<file path="src/rtl/core/blg_pkg.sv">
`default_nettype none
// ----------------------------------------------------------------------------
// blg_pkg
// Shared widths and controller/datapath handshake types for the line pixel
// generator.
// ----------------------------------------------------------------------------
package blg_pkg;

  localparam int COORD_BITS_DEF = 6;
  localparam int COLOR_BITS     = 32;

  // Commands from the controller to the datapath
  typedef struct packed {
    logic load;   // latch a new line word
    logic setup;  // order endpoints, form deltas and initial error
    logic step;   // emit one pixel and advance the walk
  } blg_cmd_t;

  // Status from the datapath to the controller
  typedef struct packed {
    logic zero_len;  // latched endpoints coincide
    logic at_end;    // walk sits on the final pixel
    logic out_free;  // output register can take a pixel this cycle
  } blg_sts_t;

endpackage
`default_nettype wire

</file>
<file path="src/rtl/core/blg_ifs.sv">
`default_nettype none
// ----------------------------------------------------------------------------
// blg_line_if / blg_pixel_if
// Valid/ready channels for line commands and emitted pixels.
// ----------------------------------------------------------------------------
interface blg_line_if #(
  parameter int COORD_BITS = blg_pkg::COORD_BITS_DEF
);
  logic                          valid;
  logic                          ready;
  logic [COORD_BITS-1:0]         start_x;
  logic [COORD_BITS-1:0]         start_y;
  logic [COORD_BITS-1:0]         end_x;
  logic [COORD_BITS-1:0]         end_y;
  logic [blg_pkg::COLOR_BITS-1:0] line_color;

  modport source (output valid, start_x, start_y, end_x, end_y, line_color, input ready);
  modport sink   (input valid, start_x, start_y, end_x, end_y, line_color, output ready);
endinterface

interface blg_pixel_if #(
  parameter int COORD_BITS = blg_pkg::COORD_BITS_DEF
);
  logic                          valid;
  logic                          ready;
  logic [COORD_BITS-1:0]         pixel_x;
  logic [COORD_BITS-1:0]         pixel_y;
  logic [blg_pkg::COLOR_BITS-1:0] pixel_color;
  logic                          last_pixel;

  modport source (output valid, pixel_x, pixel_y, pixel_color, last_pixel, input ready);
  modport sink   (input valid, pixel_x, pixel_y, pixel_color, last_pixel, output ready);
endinterface
`default_nettype wire

</file>
<file path="src/rtl/core/bresenham_line_pixel_generator.sv">
`default_nettype none
// After a line word is accepted, SETUP orders its endpoints (a zero-length line
// skips the walk); each WALK step then loads one pixel word into the output
// register, one pixel per cycle along the major axis while the output does not
// stall. A line holds the block through accept, setup and up to 64 walk steps.
// The walk is paced by the single output register; a stall on the output holds it.
// Reset: synchronous, active low; clears the sequencer and output valid only.
// ----------------------------------------------------------------------------
// bresenham_line_pixel_generator
// Takes a line word (two tile-local endpoints and a colour) and emits the
// line's pixels with Bresenham's integer error term.
// ----------------------------------------------------------------------------
module bresenham_line_pixel_generator #(
  parameter int COORD_BITS = blg_pkg::COORD_BITS_DEF
) (
  input  wire logic   clk,
  input  wire logic   rst_n,
  blg_line_if.sink    in_line,
  blg_pixel_if.source out_pix
);
  import blg_pkg::*;

  // Command and status between the sequencer and the datapath
  blg_cmd_t cmd;
  blg_sts_t sts;

  // Sequencer: IDLE takes a word, SETUP orders the endpoints (and drops a
  // zero-length line), WALK emits a pixel whenever the output register frees.
  // Ready rises again as soon as the final pixel is loaded, so the next line
  // word is taken while that pixel still waits downstream.
  blg_ctrl u_ctrl (
    .clk      (clk),
    .rst_n    (rst_n),
    .in_valid (in_line.valid),
    .in_ready (in_line.ready),
    .sts      (sts),
    .cmd      (cmd)
  );

  // Datapath: latch the word, pick the major axis (y on exact diagonals),
  // order endpoints so the major coordinate rises, then step the error term.
  blg_dp #(
    .COORD_BITS (COORD_BITS)
  ) u_dp (
    .clk             (clk),
    .rst_n           (rst_n),
    .cmd             (cmd),
    .sts             (sts),
    .in_start_x      (in_line.start_x),
    .in_start_y      (in_line.start_y),
    .in_end_x        (in_line.end_x),
    .in_end_y        (in_line.end_y),
    .in_line_color   (in_line.line_color),
    .out_valid       (out_pix.valid),
    .out_ready       (out_pix.ready),
    .out_pixel_x     (out_pix.pixel_x),
    .out_pixel_y     (out_pix.pixel_y),
    .out_pixel_color (out_pix.pixel_color),
    .out_last_pixel  (out_pix.last_pixel)
  );

endmodule
`default_nettype wire

</file>
<file path="src/rtl/core/blg_ctrl.sv">
`default_nettype none
// ----------------------------------------------------------------------------
// blg_ctrl
// Sequencer: take a line word, run the setup state, then walk pixels unless the line has zero length.
// ----------------------------------------------------------------------------
module blg_ctrl (
  input  wire logic              clk,
  input  wire logic              rst_n,
  input  wire logic              in_valid,
  output logic                   in_ready,
  input  wire blg_pkg::blg_sts_t sts,
  output blg_pkg::blg_cmd_t      cmd
);
  import blg_pkg::*;

  localparam logic [1:0] ST_IDLE  = 2'd0;
  localparam logic [1:0] ST_SETUP = 2'd1;
  localparam logic [1:0] ST_WALK  = 2'd2;

  logic [1:0] state_r;
  logic [1:0] state_nxt;

  assign in_ready = (state_r == ST_IDLE);

  always_comb begin
    state_nxt = state_r;
    cmd       = '0;
    case (state_r)
      ST_IDLE: begin
        if (in_valid) begin
          cmd.load  = 1'b1;
          state_nxt = ST_SETUP;
        end
      end
      ST_SETUP: begin
        cmd.setup = 1'b1;
        // drop lines with coincident endpoints
        state_nxt = sts.zero_len ? ST_IDLE : ST_WALK;
      end
      ST_WALK: begin
        if (sts.out_free) begin
          cmd.step = 1'b1;
          if (sts.at_end) begin
            state_nxt = ST_IDLE;
          end
        end
      end
      default: begin
        state_nxt = ST_IDLE;
      end
    endcase
  end

  always_ff @(posedge clk) begin
    if (!rst_n) begin
      state_r <= ST_IDLE;
    end else begin
      state_r <= state_nxt;
    end
  end

endmodule
`default_nettype wire

</file>
<file path="src/rtl/core/blg_dp.sv">
`default_nettype none
// ----------------------------------------------------------------------------
// blg_dp
// Endpoint ordering, Bresenham error walk and the pixel output register.
// ----------------------------------------------------------------------------
module blg_dp #(
  parameter int COORD_BITS = blg_pkg::COORD_BITS_DEF
) (
  input  wire logic                           clk,
  input  wire logic                           rst_n,
  input  wire blg_pkg::blg_cmd_t              cmd,
  output blg_pkg::blg_sts_t                   sts,
  input  wire logic [COORD_BITS-1:0]          in_start_x,
  input  wire logic [COORD_BITS-1:0]          in_start_y,
  input  wire logic [COORD_BITS-1:0]          in_end_x,
  input  wire logic [COORD_BITS-1:0]          in_end_y,
  input  wire logic [blg_pkg::COLOR_BITS-1:0] in_line_color,
  output logic                                out_valid,
  input  wire logic                           out_ready,
  output logic [COORD_BITS-1:0]               out_pixel_x,
  output logic [COORD_BITS-1:0]               out_pixel_y,
  output logic [blg_pkg::COLOR_BITS-1:0]      out_pixel_color,
  output logic                                out_last_pixel
);
  import blg_pkg::*;

  localparam int EW = COORD_BITS + 3;
  localparam logic [COORD_BITS-1:0] ONE = COORD_BITS'(1);

  // latched command
  logic [COORD_BITS-1:0] ax_r, ay_r, bx_r, by_r;
  logic [COLOR_BITS-1:0] color_r;

  // walk state
  logic [COORD_BITS-1:0] major_pos_r, minor_pos_r, major_end_r;
  logic [COORD_BITS-1:0] d_maj_r, d_min_r;
  logic signed [EW-1:0]  err_r;
  logic                  step_down_r, x_major_r;

  // output register
  logic                  out_valid_r;
  logic [COORD_BITS-1:0] out_x_r, out_y_r;
  logic [COLOR_BITS-1:0] out_color_r;
  logic                  out_last_r;

  // setup logic
  logic [COORD_BITS-1:0] adx, ady;
  logic                  x_major;
  logic [COORD_BITS-1:0] s_maj, s_min, e_maj, e_min;
  logic [COORD_BITS-1:0] o_smaj, o_smin, o_emaj, o_emin;
  logic                  down;
  logic [COORD_BITS-1:0] d_maj, d_min;
  logic signed [EW-1:0]  err_init;

  // walk logic
  logic signed [EW-1:0]  two_dmin, two_dmaj, err_nxt;
  logic                  err_pos;

  always_comb begin
    adx     = (bx_r > ax_r) ? bx_r - ax_r : ax_r - bx_r;
    ady     = (by_r > ay_r) ? by_r - ay_r : ay_r - by_r;
    x_major = adx > ady;
    if (x_major) begin
      s_maj = ax_r; s_min = ay_r; e_maj = bx_r; e_min = by_r;
    end else begin
      s_maj = ay_r; s_min = ax_r; e_maj = by_r; e_min = bx_r;
    end
    // order so the major coordinate rises
    if (s_maj > e_maj) begin
      o_smaj = e_maj; o_smin = e_min; o_emaj = s_maj; o_emin = s_min;
    end else begin
      o_smaj = s_maj; o_smin = s_min; o_emaj = e_maj; o_emin = e_min;
    end
    d_maj    = o_emaj - o_smaj;
    down     = o_emin < o_smin;
    d_min    = down ? o_smin - o_emin : o_emin - o_smin;
    err_init = signed'({2'b00, d_min, 1'b0}) - signed'({3'b000, d_maj});
  end

  always_comb begin
    two_dmin = signed'({2'b00, d_min_r, 1'b0});
    two_dmaj = signed'({2'b00, d_maj_r, 1'b0});
    err_pos  = !err_r[EW-1];
    err_nxt  = err_pos ? err_r + two_dmin - two_dmaj : err_r + two_dmin;
  end

  assign sts.zero_len = (adx == '0) && (ady == '0);
  assign sts.at_end   = (major_pos_r == major_end_r);
  assign sts.out_free = !out_valid_r || out_ready;

  always_ff @(posedge clk) begin
    if (cmd.load) begin
      ax_r    <= in_start_x;
      ay_r    <= in_start_y;
      bx_r    <= in_end_x;
      by_r    <= in_end_y;
      color_r <= in_line_color;
    end
    if (cmd.setup) begin
      major_pos_r <= o_smaj;
      minor_pos_r <= o_smin;
      major_end_r <= o_emaj;
      d_maj_r     <= d_maj;
      d_min_r     <= d_min;
      err_r       <= err_init;
      step_down_r <= down;
      x_major_r   <= x_major;
    end else if (cmd.step) begin
      out_x_r     <= x_major_r ? major_pos_r : minor_pos_r;
      out_y_r     <= x_major_r ? minor_pos_r : major_pos_r;
      out_color_r <= color_r;
      out_last_r  <= sts.at_end;
      if (err_pos) begin
        minor_pos_r <= step_down_r ? minor_pos_r - ONE : minor_pos_r + ONE;
      end
      err_r       <= err_nxt;
      major_pos_r <= major_pos_r + ONE;
    end
  end

  always_ff @(posedge clk) begin
    if (!rst_n) begin
      out_valid_r <= 1'b0;
    end else if (cmd.step) begin
      out_valid_r <= 1'b1;
    end else if (out_ready) begin
      out_valid_r <= 1'b0;
    end
  end

  assign out_valid       = out_valid_r;
  assign out_pixel_x     = out_x_r;
  assign out_pixel_y     = out_y_r;
  assign out_pixel_color = out_color_r;
  assign out_last_pixel  = out_last_r;

endmodule
`default_nettype wire

</file>
<file path="src/flat_wrapper.sv">
// flat-port wrapper written by rule: the top's interface ports become plain ports
module bresenham_line_pixel_generator_flat import blg_pkg::*;
#(
  parameter int COORD_BITS = blg_pkg::COORD_BITS_DEF
)
  (clk, rst_n, in_line_valid, in_line_start_x, in_line_start_y, in_line_end_x, in_line_end_y, in_line_line_color, in_line_ready, out_pix_valid, out_pix_pixel_x, out_pix_pixel_y, out_pix_pixel_color, out_pix_last_pixel, out_pix_ready);
  blg_line_if #(.COORD_BITS(COORD_BITS)) in_line_i ();
  blg_pixel_if #(.COORD_BITS(COORD_BITS)) out_pix_i ();
  input  wire logic clk;
  input  wire logic rst_n;
  input wire logic [$bits(in_line_i.valid)-1:0] in_line_valid;
  input wire logic [$bits(in_line_i.start_x)-1:0] in_line_start_x;
  input wire logic [$bits(in_line_i.start_y)-1:0] in_line_start_y;
  input wire logic [$bits(in_line_i.end_x)-1:0] in_line_end_x;
  input wire logic [$bits(in_line_i.end_y)-1:0] in_line_end_y;
  input wire logic [$bits(in_line_i.line_color)-1:0] in_line_line_color;
  output wire logic [$bits(in_line_i.ready)-1:0] in_line_ready;
  output wire logic [$bits(out_pix_i.valid)-1:0] out_pix_valid;
  output wire logic [$bits(out_pix_i.pixel_x)-1:0] out_pix_pixel_x;
  output wire logic [$bits(out_pix_i.pixel_y)-1:0] out_pix_pixel_y;
  output wire logic [$bits(out_pix_i.pixel_color)-1:0] out_pix_pixel_color;
  output wire logic [$bits(out_pix_i.last_pixel)-1:0] out_pix_last_pixel;
  input wire logic [$bits(out_pix_i.ready)-1:0] out_pix_ready;
  assign in_line_i.valid = in_line_valid;
  assign in_line_i.start_x = in_line_start_x;
  assign in_line_i.start_y = in_line_start_y;
  assign in_line_i.end_x = in_line_end_x;
  assign in_line_i.end_y = in_line_end_y;
  assign in_line_i.line_color = in_line_line_color;
  assign in_line_ready = in_line_i.ready;
  assign out_pix_valid = out_pix_i.valid;
  assign out_pix_pixel_x = out_pix_i.pixel_x;
  assign out_pix_pixel_y = out_pix_i.pixel_y;
  assign out_pix_pixel_color = out_pix_i.pixel_color;
  assign out_pix_last_pixel = out_pix_i.last_pixel;
  assign out_pix_i.ready = out_pix_ready;
  bresenham_line_pixel_generator #(.COORD_BITS(COORD_BITS)) u_core (.clk(clk), .rst_n(rst_n), .in_line(in_line_i), .out_pix(out_pix_i));
endmodule
</file>
<file path="config.mk">
export PLATFORM = sky130hd
export DESIGN_NAME = bresenham_line_pixel_generator_flat
export DESIGN_NICKNAME = d
export VERILOG_FILES = /design/src/rtl/core/blg_pkg.sv /design/src/rtl/core/blg_ifs.sv /design/src/rtl/core/bresenham_line_pixel_generator.sv /design/src/rtl/core/blg_ctrl.sv /design/src/rtl/core/blg_dp.sv /design/src/flat_wrapper.sv
export SDC_FILE = /design/constraint.sdc
export NUM_CORES = 1
export LEC_CHECK = 0
export BUFFER_PORTS_ARGS = -buffer_cell sky130_fd_sc_hd__buf_2
export CORE_MARGIN = 2
export CORE_UTILIZATION = 52
export DETAILED_ROUTE_END_ITERATION = 10
export PLACE_DENSITY = 0.76
export REMOVE_ABC_BUFFERS = 1
export SLEW_MARGIN = 30
export SYNTH_ARGS = -nofsm -noshare
export SYNTH_HDL_FRONTEND = slang
export SYNTH_HIERARCHICAL = 1
export SYNTH_SLANG_ARGS = --single-unit
</file>
<file path="constraint.sdc">
create_clock -name clk -period 12.05 [get_ports clk]
set_clock_uncertainty 0.15 [all_clocks]
set_input_delay 2.41 -clock clk [delete_from_list [all_inputs] [get_ports clk]]
set_output_delay 2.41 -clock clk [all_outputs]
set_load 0.03 [all_outputs]
</file>
## Word-level counts from Yosys, hierarchy flattened

Index checks and enable logic that the tools add are counted.

| operators by class | value |
|---|---|
| $mul | 0 |
| shifts and indexed selects | 0 |
| muxes and demuxes | 34 |
| equal/unequal tests | 7 |
| div/mod/pow operators | 0 |
| reduce and logical (&&, ||, !) cells | 11 |
| order comparisons | 5 |
| add/subtract/negate cells | 13 |
| bitwise gates (word level) | 1 |

Operators by type and width:

| kind | number |
|---|---|
| 6-bit 2-to-1 mux | 19 |
| 6-bit subtractor | 7 |
| 9-bit 2-to-1 mux | 3 |
| 6-bit > comparator | 4 |
| 6-bit by 1-bit adder with 6-bit output (second input constant) | 2 |
| 6-bit logical NOT | 2 |
| 9-bit by 8-bit adder with 9-bit output | 1 |
| 9-bit by 8-bit subtractor with 9-bit output | 1 |
| 2-bit 2-to-1 mux | 4 |
| 7-bit by 6-bit subtractor with 8-bit output | 1 |
| 1-bit 2-to-1 mux | 7 |
| 6-bit == test | 1 |
| 6-bit less-than comparator | 1 |
| 2-bit by 1-bit inequality test with 1-bit output (second input constant) | 3 |
| 2-bit one-hot mux with 3 select lines | 1 |
| 6-bit by 1-bit subtractor with 6-bit output (second input constant) | 1 |
| 2-bit AND reduction | 2 |
| 2-bit nonzero test | 2 |
| 3-bit AND reduction | 1 |
| 2-bit by 1-bit == test with 1-bit output (second input constant) | 1 |
| 2-bit == test (second input constant) | 1 |
| 2-bit logical NOT | 1 |
| 2-bit inequality test (second input constant) | 1 |
| 1-bit logical AND | 1 |
| 3 further kinds | 3 |

| word-level totals | value |
|---|---|
| ROM bits | 0 |
| latch bits | 0 |
| input port bits | 60 |
| register bits | 145 |
| RAM bits | 0 |
| memories kept | 0 |
| output and inout port bits | 47 |

## Depth between registers and ports, before layout

Gate-level depths: netlist of the first run.

| depth | value |
|---|---|
| word-level depth | 10 |
| gate-level depth with buffers | 52 |

## Cells and area by module

Netlist of the first run, hierarchy kept.

Modules (own cells, without submodules):

| module | instances | area each (sq um) | seq. area each (sq um) | cells an instance |
|---|---|---|---|---|
| blg_dp | 1 | 8,724.6 | 4,254.1 | 736 |
| blg_ctrl | 1 | 102.6 | 40.0 | 11 |

## Least setup slack after synthesis of the first run

No wires, ideal clock.

| path | value |
|---|---|
| kind | flip-flop to flip-flop |
| start | register u_core.u_dp.bx_r[0] |
| end | register u_core.u_dp.err_r[6], data pin |
| arrival | 9.282 ns |
| cell stages (with the launch flop) | 49 |
| library setup time | 0.268 ns |
| period minus slack after synthesis | 9.700 ns |
| slack | 2.350 ns |
| cells stage by stage | edfxtp_1 -> inv_1 -> ha_1 -> inv_1 -> fa_1 -> a21o_1 -> a21o_1 -> a21o_1 -> a21oi_1 -> a31oi_1 -> mux2i_1 -> xor2_1 -> inv_1 -> ha_1 -> and4_4 -> o21a_4 -> o31ai_4 -> inv_2 -> [... 13 more ...] -> mux2i_1 -> inv_1 -> fa_1 -> nor2b_1 -> o21ai_0 -> a21boi_0 -> o21ai_0 -> nand2_1 -> inv_1 -> mux2i_1 -> ha_1 -> nor2b_1 -> o21ai_0 -> nand2b_1 -> a21o_1 -> a21o_1 -> a2111oi_0 -> nor3_1 |

| on the way | value |
|---|---|
| word-level cells in the longest chain between the ends | 10 |
| elaborated cells on any way between the ends | 21 |

RTL lines:

| element | RTL line | source |
|---|---|---|
| start, declared | blg_dp.sv:31 | `logic [COORD_BITS-1:0] ax_r, ay_r, bx_r, by_r;` |
| start signal, assigned | blg_dp.sv:95 | `bx_r <= in_end_x;` |
| 6-bit subtractor / 6-bit > comparator (equally long branches) | blg_dp.sv:60 | `adx = (bx_r > ax_r) ? bx_r - ax_r : ax_r - bx_r;` |
| 6-bit 2-to-1 mux | blg_dp.sv:60 |  |
| 6-bit > comparator | blg_dp.sv:62 | `x_major = adx > ady;` |
| 6-bit 2-to-1 mux | blg_dp.sv:63 | `if (x_major) begin` |
| 6-bit > comparator | blg_dp.sv:69 | `if (s_maj > e_maj) begin` |
| 6-bit 2-to-1 mux | blg_dp.sv:69 |  |
| 6-bit less-than comparator * | blg_dp.sv:75 | `down = o_emin < o_smin;` |
| named net u_core.u_dp.down | blg_dp.sv:51 | `logic down;` |
| 6-bit 2-to-1 mux * | blg_dp.sv:76 | `d_min = down ? o_smin - o_emin : o_emin - o_smin;` |
| named net u_core.u_dp.d_min[1] | blg_dp.sv:52 | `logic [COORD_BITS-1:0] d_maj, d_min;` |
| 7-bit by 6-bit subtractor with 8-bit output * | blg_dp.sv:77 | `err_init = signed'({2'b00, d_min, 1'b0}) - signed'({3'b000, d_maj});` |
| 9-bit 2-to-1 mux * | blg_dp.sv:99 | `if (cmd.setup) begin` |
| end signal, assigned | blg_dp.sv:105 | `err_r <= err_init;` |
| end signal, assigned | blg_dp.sv:116 | `err_r <= err_nxt;` |
| end, declared | blg_dp.sv:37 | `logic signed [EW-1:0] err_r;` |

The timed path passes the listed nets; every way through them passes the cells marked *.
A chain may end at the register's enable or synchronous reset.

## Final worst setup path of the first run

Ends and elaborated chain as after synthesis.

==> results.md, run 1 <==
* Synthesis-stage register bit count at ~140
* WL/cell at 18.06 um
* Post-Syn Instances at 747
* Initial Utilization at 0.5323
* Max_slew headroom at 0.3238
* Top cells by count, synth: 141 x edfxtp_1, 72 x inv_1, 66 x ha_1
* Most used cell, CP: inv_1
* Gpl congestion at 0.9479
* Pre-antenna DRT Iters at 7
* Synth top area share at 0.4797
* Sequential area share after synthesis at 0.4865
* Via/cell ratio at around 5.6
* CP required at ~12 ns
* Root buffer cell: clkbuf_16
* Share of cells above drive strength 1 at 0.2190
* CTS buffer count at 17
* Initial antenna violation count at 0
* Crit path largest cell delay at 0.82 ns
* MaxCap Viol Count at 0
* Hold WC Path Type: flop to flop
* Slew of the pin with the lowest slew margin at between 1 and 1.5 ns
* DRC Markers at 0
* Fin crit share at 0.9163
* Antenna diode count at 0
* Row cnt at 47
* Die W at 134.3 um
* Predominant post-synthesis flop cell: edfxtp_1
* Clock Tree Buf Depth at 2
* Final Max Tran Viols at 0
* Unrepaired setup endpoints after global routing: false
* Gr ovfl total at 0
* Number of flops mapped to enable cells by yosys at between 100 and 150
* CTS H-tree depth at 4
* Core footprint at 16580 um2
* Min Tclk post-route at around 11 ns
* Total GRT Usage at 0.2255
* Post-DRT Antenna Nets at 0
* Pin count of the biggest net entering global routing at between 50 and 60
* NumNets Final at 995
* Post_cts resized at 0
* I/O pin cnt at 107
* Worst EP arrival at 11.05 ns
* Fmax at about 91 MHz
* Critical path class: flop to flop
* Iteration-0 DRC count of the detailed router at a little over 700
* Cell with the most instances after synthesis: edfxtp_1
* Async SR Flop Fraction at 0
* Port Buffers at 106
* Slack of the critical path at ~1 ns
* Die height at 134.3 um
* Post-synthesis cell type count at 73
* Slowest cell on crit path: or2_1
* Syn-to-layout area delta at 15.97%
* Startpoint class of the critical path: flop
* Global-route wire length before repair at 31230 um
* Vias post-DR at 6111
* Synth top area cells: edfxtp_1 48%, ha_1 9.4%, mux2i_1 7.1%
* Largest area contributor in the netlist: edfxtp_1
* CTS sink cnt at 144
* DP Worst Slack at 1.280 ns
* Vias in the first global route at 6107
* Worst skew pair latency at 0.42 ns
* Setup TNS at 0 ns
* DIE AREA at 18030 um2
* Post-Syn Area per Cell at 11.82 um2
* YS warnings at 6
* Post-DP HPWL at 14710 um
* CTS tree: built
* Hold buffer count at CTS at 0
* DRT Wirelength at 19720 um
* Status: finished clean
* Worst-path clk slew at approximately 0.060 ns
* Critical Path End Type: flop
* Post-CTS setup buffer count at 0
* Fillers at ~1300
* Syn Std Cell Area at 8827 um2
* Fin. Hold Viols at 0
* Maximum fanout along the worst path at 30
* # setup viols final at 0
-- critical path, delay by kind of cell (launching register included) --
kind / cells / cell delay (ns)
fa+ha+maj: 6 / 2.14
mux: 4 / 1.13
xor+xnor: 1 / 0.27
buf+inv: 8 / 1.33
flops: 1 / 0.46
compound gates: 17 / 3.17
simple gates: 9 / 2.08
-- layout by cell type, fill, tap and decap left out, types with 7 or more instances in the layout --
cell       Yosys  final
o21bai_1       9      9
a21o_1        20     20
nor3_1         7      7
clkbuf_16      0     17
nor2b_1        9      9
xor2_1        17     17
o21ai_0       25     25
a21oi_1       45     45
edfxtp_1     141    141
nand2_1       37     37
a211oi_1       7      7
mux2_2        17     17
ha_1          66     66
fa_1          10     10
mux2i_1       63     63
nor2_1        35     33
buf_2          4    106
nand3_1       20     20
inv_1         72     72
xnor2_1       29     29
-- path summary, 6_finish.rpt --
kind                     startpoint  cells after the start                        endpoint  slack (ns)
max reg2reg     u_core/u_dp/bx_r[0]                     45            u_core/u_dp/err_r[6]        1.01
max             u_core/u_dp/bx_r[0]                     45            u_core/u_dp/err_r[6]        1.01
min          u_core/u_dp/color_r[1]                      0  u_core/u_dp/out_pixel_color[1]        0.27
min reg2reg  u_core/u_dp/color_r[1]                      0  u_core/u_dp/out_pixel_color[1]        0.27
-- metal layers --
metal,up-vias,GRT usage,part of all wire
li1,2961,-,-
met1,2913,0.2961,0.43
met2,204,0.3722,0.49
met3,33,0.05140,0.053
met4,0,0.07427,0.024
met5,-,0,0
-- kinds of logic (layout without fill, tap and decap cells) --
family	count (synthesis)	in the layout	synth area share
buffers and inverters	93	218	0.04139
adder cells (fa/ha/maj)	79	79	0.1199
multiplexers	80	80	0.09312
AND/OR/NAND/NOR	154	154	0.09369
XOR/XNOR	47	47	0.04748
flip-flops	144	144	0.4865
AO/OA/AOI/OAI	150	150	0.1179
-- layout make-up --
type / count / area, um2 / share of cell area
well taps: 220 / 275.3 / 0.02689
clock inverters: 15 / 214.0 / 0.02090
repair buffers: 111 / 568.0 / 0.05549
flip-flops and latches: 144 / 4294 / 0.4195
inverters: 75 / 281.5 / 0.02750
clock buffers: 17 / 425.4 / 0.04155
multi-input cells: 510 / 4179 / 0.4082
-- through the flow --
| step | util | instance area (um2) | std cells | hold slack (ns) |
|---|---|---|---|---|
| final | 0.6173 | 10240 | 1092 | 0.2685 |
| after floorplan | - | 8743 | 729 | 0.2503 |
| after CTS | 0.6173 | 10240 | 1092 | 0.2703 |
| after global routing | 0.6173 | 10240 | 1092 | 0.2774 |
| after detailed placement | 0.5788 | 9598 | 1060 | 0.2545 |
| after global placement | 0.5788 | 9598 | 1060 | 0.2504 |
Power of run 1 is left out: the tool's default activity adds up to more than one toggle a clock period on the data nets, which glitch-free logic cannot reach.
==> run 2: changes to the inputs <==
CORE_MARGIN = 4   (was 2)
CORE_UTILIZATION = 47   (was 52)
CTS_CLUSTER_DIAMETER = 150   (was default)
PLACE_DENSITY = 0.7   (was 0.76)
==> run 2 against run 1 <==
  * Fmax up 1.0%
  * Count of clock-buffer cells in the layout unchanged
  * Global-route usage down 3.8 points
  * Register-to-register slack better by 0.11 ns
  * Hold slack worse by 0.0068 ns
  * Final area about the same
  * Critical path type unchanged
==> results.md, run 2 (synthesis gave the netlist of run 1 again) <==
* Initial antenna violation count at 0
* Worst R2R Setup Slack at 1.12 ns
* Hold-critical path depth at 0
* Max_slew headroom at 0.4955
* Post-DRT Antenna Nets at 0
* Multi-input gate area at between 4000 and 5000 um2
* Initial Utilization at 0.4848
* Commonest non-fill, non-tap cell in the layout: edfxtp_1
* Row cnt at 49
* Hold worst-path end: u_core/u_dp/out_pixel_color[15]
* Fin. Hold Viols at 0
* Unrepaired setup endpoints after global routing: false
* MaxCap Viol Count at 0
* Post-Layout Cell Count at 1102
* M2 GR Usage at 0.3040
* Fillers at 1515
* Fin crit share at 0.9073
* Vias post-DR at between 6000 and 7000
* Most frequent cells in the layout: 141 x edfxtp_1, 106 x buf_2, 72 x inv_1
* # setup viols final at 0
* Critical path class: flop to flop
* CP required at 12.06 ns
* DP Cell Count at 1069
* Total GRT Usage at 0.1874
* Critical Path End Type: flop
* Slew of the pin with the lowest slew margin at 0.7532 ns
* Crit path largest cell delay at 0.52 ns
* WL/cell at between 15 and 20 um
* Vias in the first global route at a little under 6000
* Antenna diode count at 0
* Setup TNS at 0 ns
* Hold WC Path Type: flop to flop
* Crit Reg-Reg Startpoint: u_core/u_dp/bx_r[0]
* Die W at 145.0 um
* Most used cell, CP: inv_1
* Status: finished clean
* Worst-path clk slew at 0.07 ns
* Grt met3 use at 0.03991
* Min Tclk post-route at ~11 ns
* CTS H-tree depth at 4
* R2R cell count at 47
* Post-CTS setup buffer count at 0
* Die height at around 150 um
* Final Max Tran Viols at 0
* Worst skew pair latency at ~0.43 ns
* Core footprint at around 18000 um2
* Clock Tree Buf Depth at 2
* CTS tree: built
* Hold buffer count at CTS at 0
* Syn-to-layout area delta at 15.88%
* CTS sink cnt at 144
* Startpoint class of the critical path: flop
* DRT Wirelength at 19610 um
* Pre-antenna DRT Iters at 5
* Hold Path Origin: u_core/u_dp/color_r[15]
* Slowest cell on crit path: mux2i_1
* Post-DP HPWL at 14720 um
* Maximum fanout along the worst path at 30
* Via/cell ratio at 5.456
* Fmax at 91.47 MHz
* Iteration-0 DRC count of the detailed router at 408
* Share of cells above drive strength 1 at 0.2199
* Root buffer cell: clkbuf_16
* I/O pin cnt at 107
* Post_cts resized at 0
* Reg area at 4294 um2
* Worst EP arrival at 10.94 ns
* FF-to-FF End: u_core/u_dp/err_r[6]
* CTS buffer count at 17
* Gr ovfl total at 0
* Port Buffers at between 100 and 150
* Gpl congestion at 0.9050
* Pin count of the biggest net entering global routing at 53
* Global-route wire length before repair at 31480 um
* Global Route met1 Usage at 0.2525
* DIE AREA at 21040 um2
* Most Crowded Layer GR: met2
* DRC Markers at 0
* NumNets Final at 996
==> run 2: area by class of cell <==
type,count,area share
clock buffers,17,0.04159
clock inverters,15,0.01749
inverters,75,0.02752
multi-input cells,510,0.4086
flip-flops and latches,144,0.4198
well taps,229,0.02801
repair buffers,112,0.05700
==> run 2: critical path, delay by kind of cell, from the launching register on <==
family                   cells  cell delay [ns]
AO/OA/AOI/OAI               17             3.34
multiplexers                 4             1.16
buffers and inverters        9             1.55
flip-flops                   1             0.46
adder cells (fa/ha/maj)      7             2.20
AND/OR/NAND/NOR              9             1.57
XOR/XNOR                     1             0.22
==> run 2: how the worst max path moves through the flow <==
stage / from / end / slack [ns] / cells after the start
2_1_floorplan: u_core/u_dp/bx_r[0] / u_core/u_dp/err_r[6] / 1.69 / 44
3_3_place_gp: u_core/u_dp/bx_r[0] / u_core/u_dp/err_r[6] / 1.20 / 45
3_5_place_dp: u_core/u_dp/bx_r[0] / u_core/u_dp/err_r[6] / 1.07 / 45
4_1_cts: u_core/u_dp/bx_r[0] / u_core/u_dp/err_r[6] / 1.03 / 45
5_1_grt: u_core/u_dp/ax_r[0] / u_core/u_dp/err_r[6] / 0.08 / 46
6_report: u_core/u_dp/bx_r[0] / u_core/u_dp/err_r[6] / 1.12 / 47
==> run 2: per-layer routing <==
layer | wire length [um] | share of wire
met3 | 950 | 0.048
met2 | 9397 | 0.48
met4 | 442 | 0.023
met1 | 8818 | 0.45
met5 | 0 | 0
==> run 2: metrics by stage <==
step	worst slack (ns)	hold slack, ns	area (um2)	utilization
global route	0.07670	0.2707	10230	0.5617
finish	1.118	0.2616	10230	0.5617
global placement	1.199	0.2502	9609	0.5277
CTS	1.034	0.2639	10210	0.5609
floorplan	1.692	0.2503	8743	-
detailed placement	1.074	0.2545	9609	0.5277
Power of run 2 is left out for the same reason.
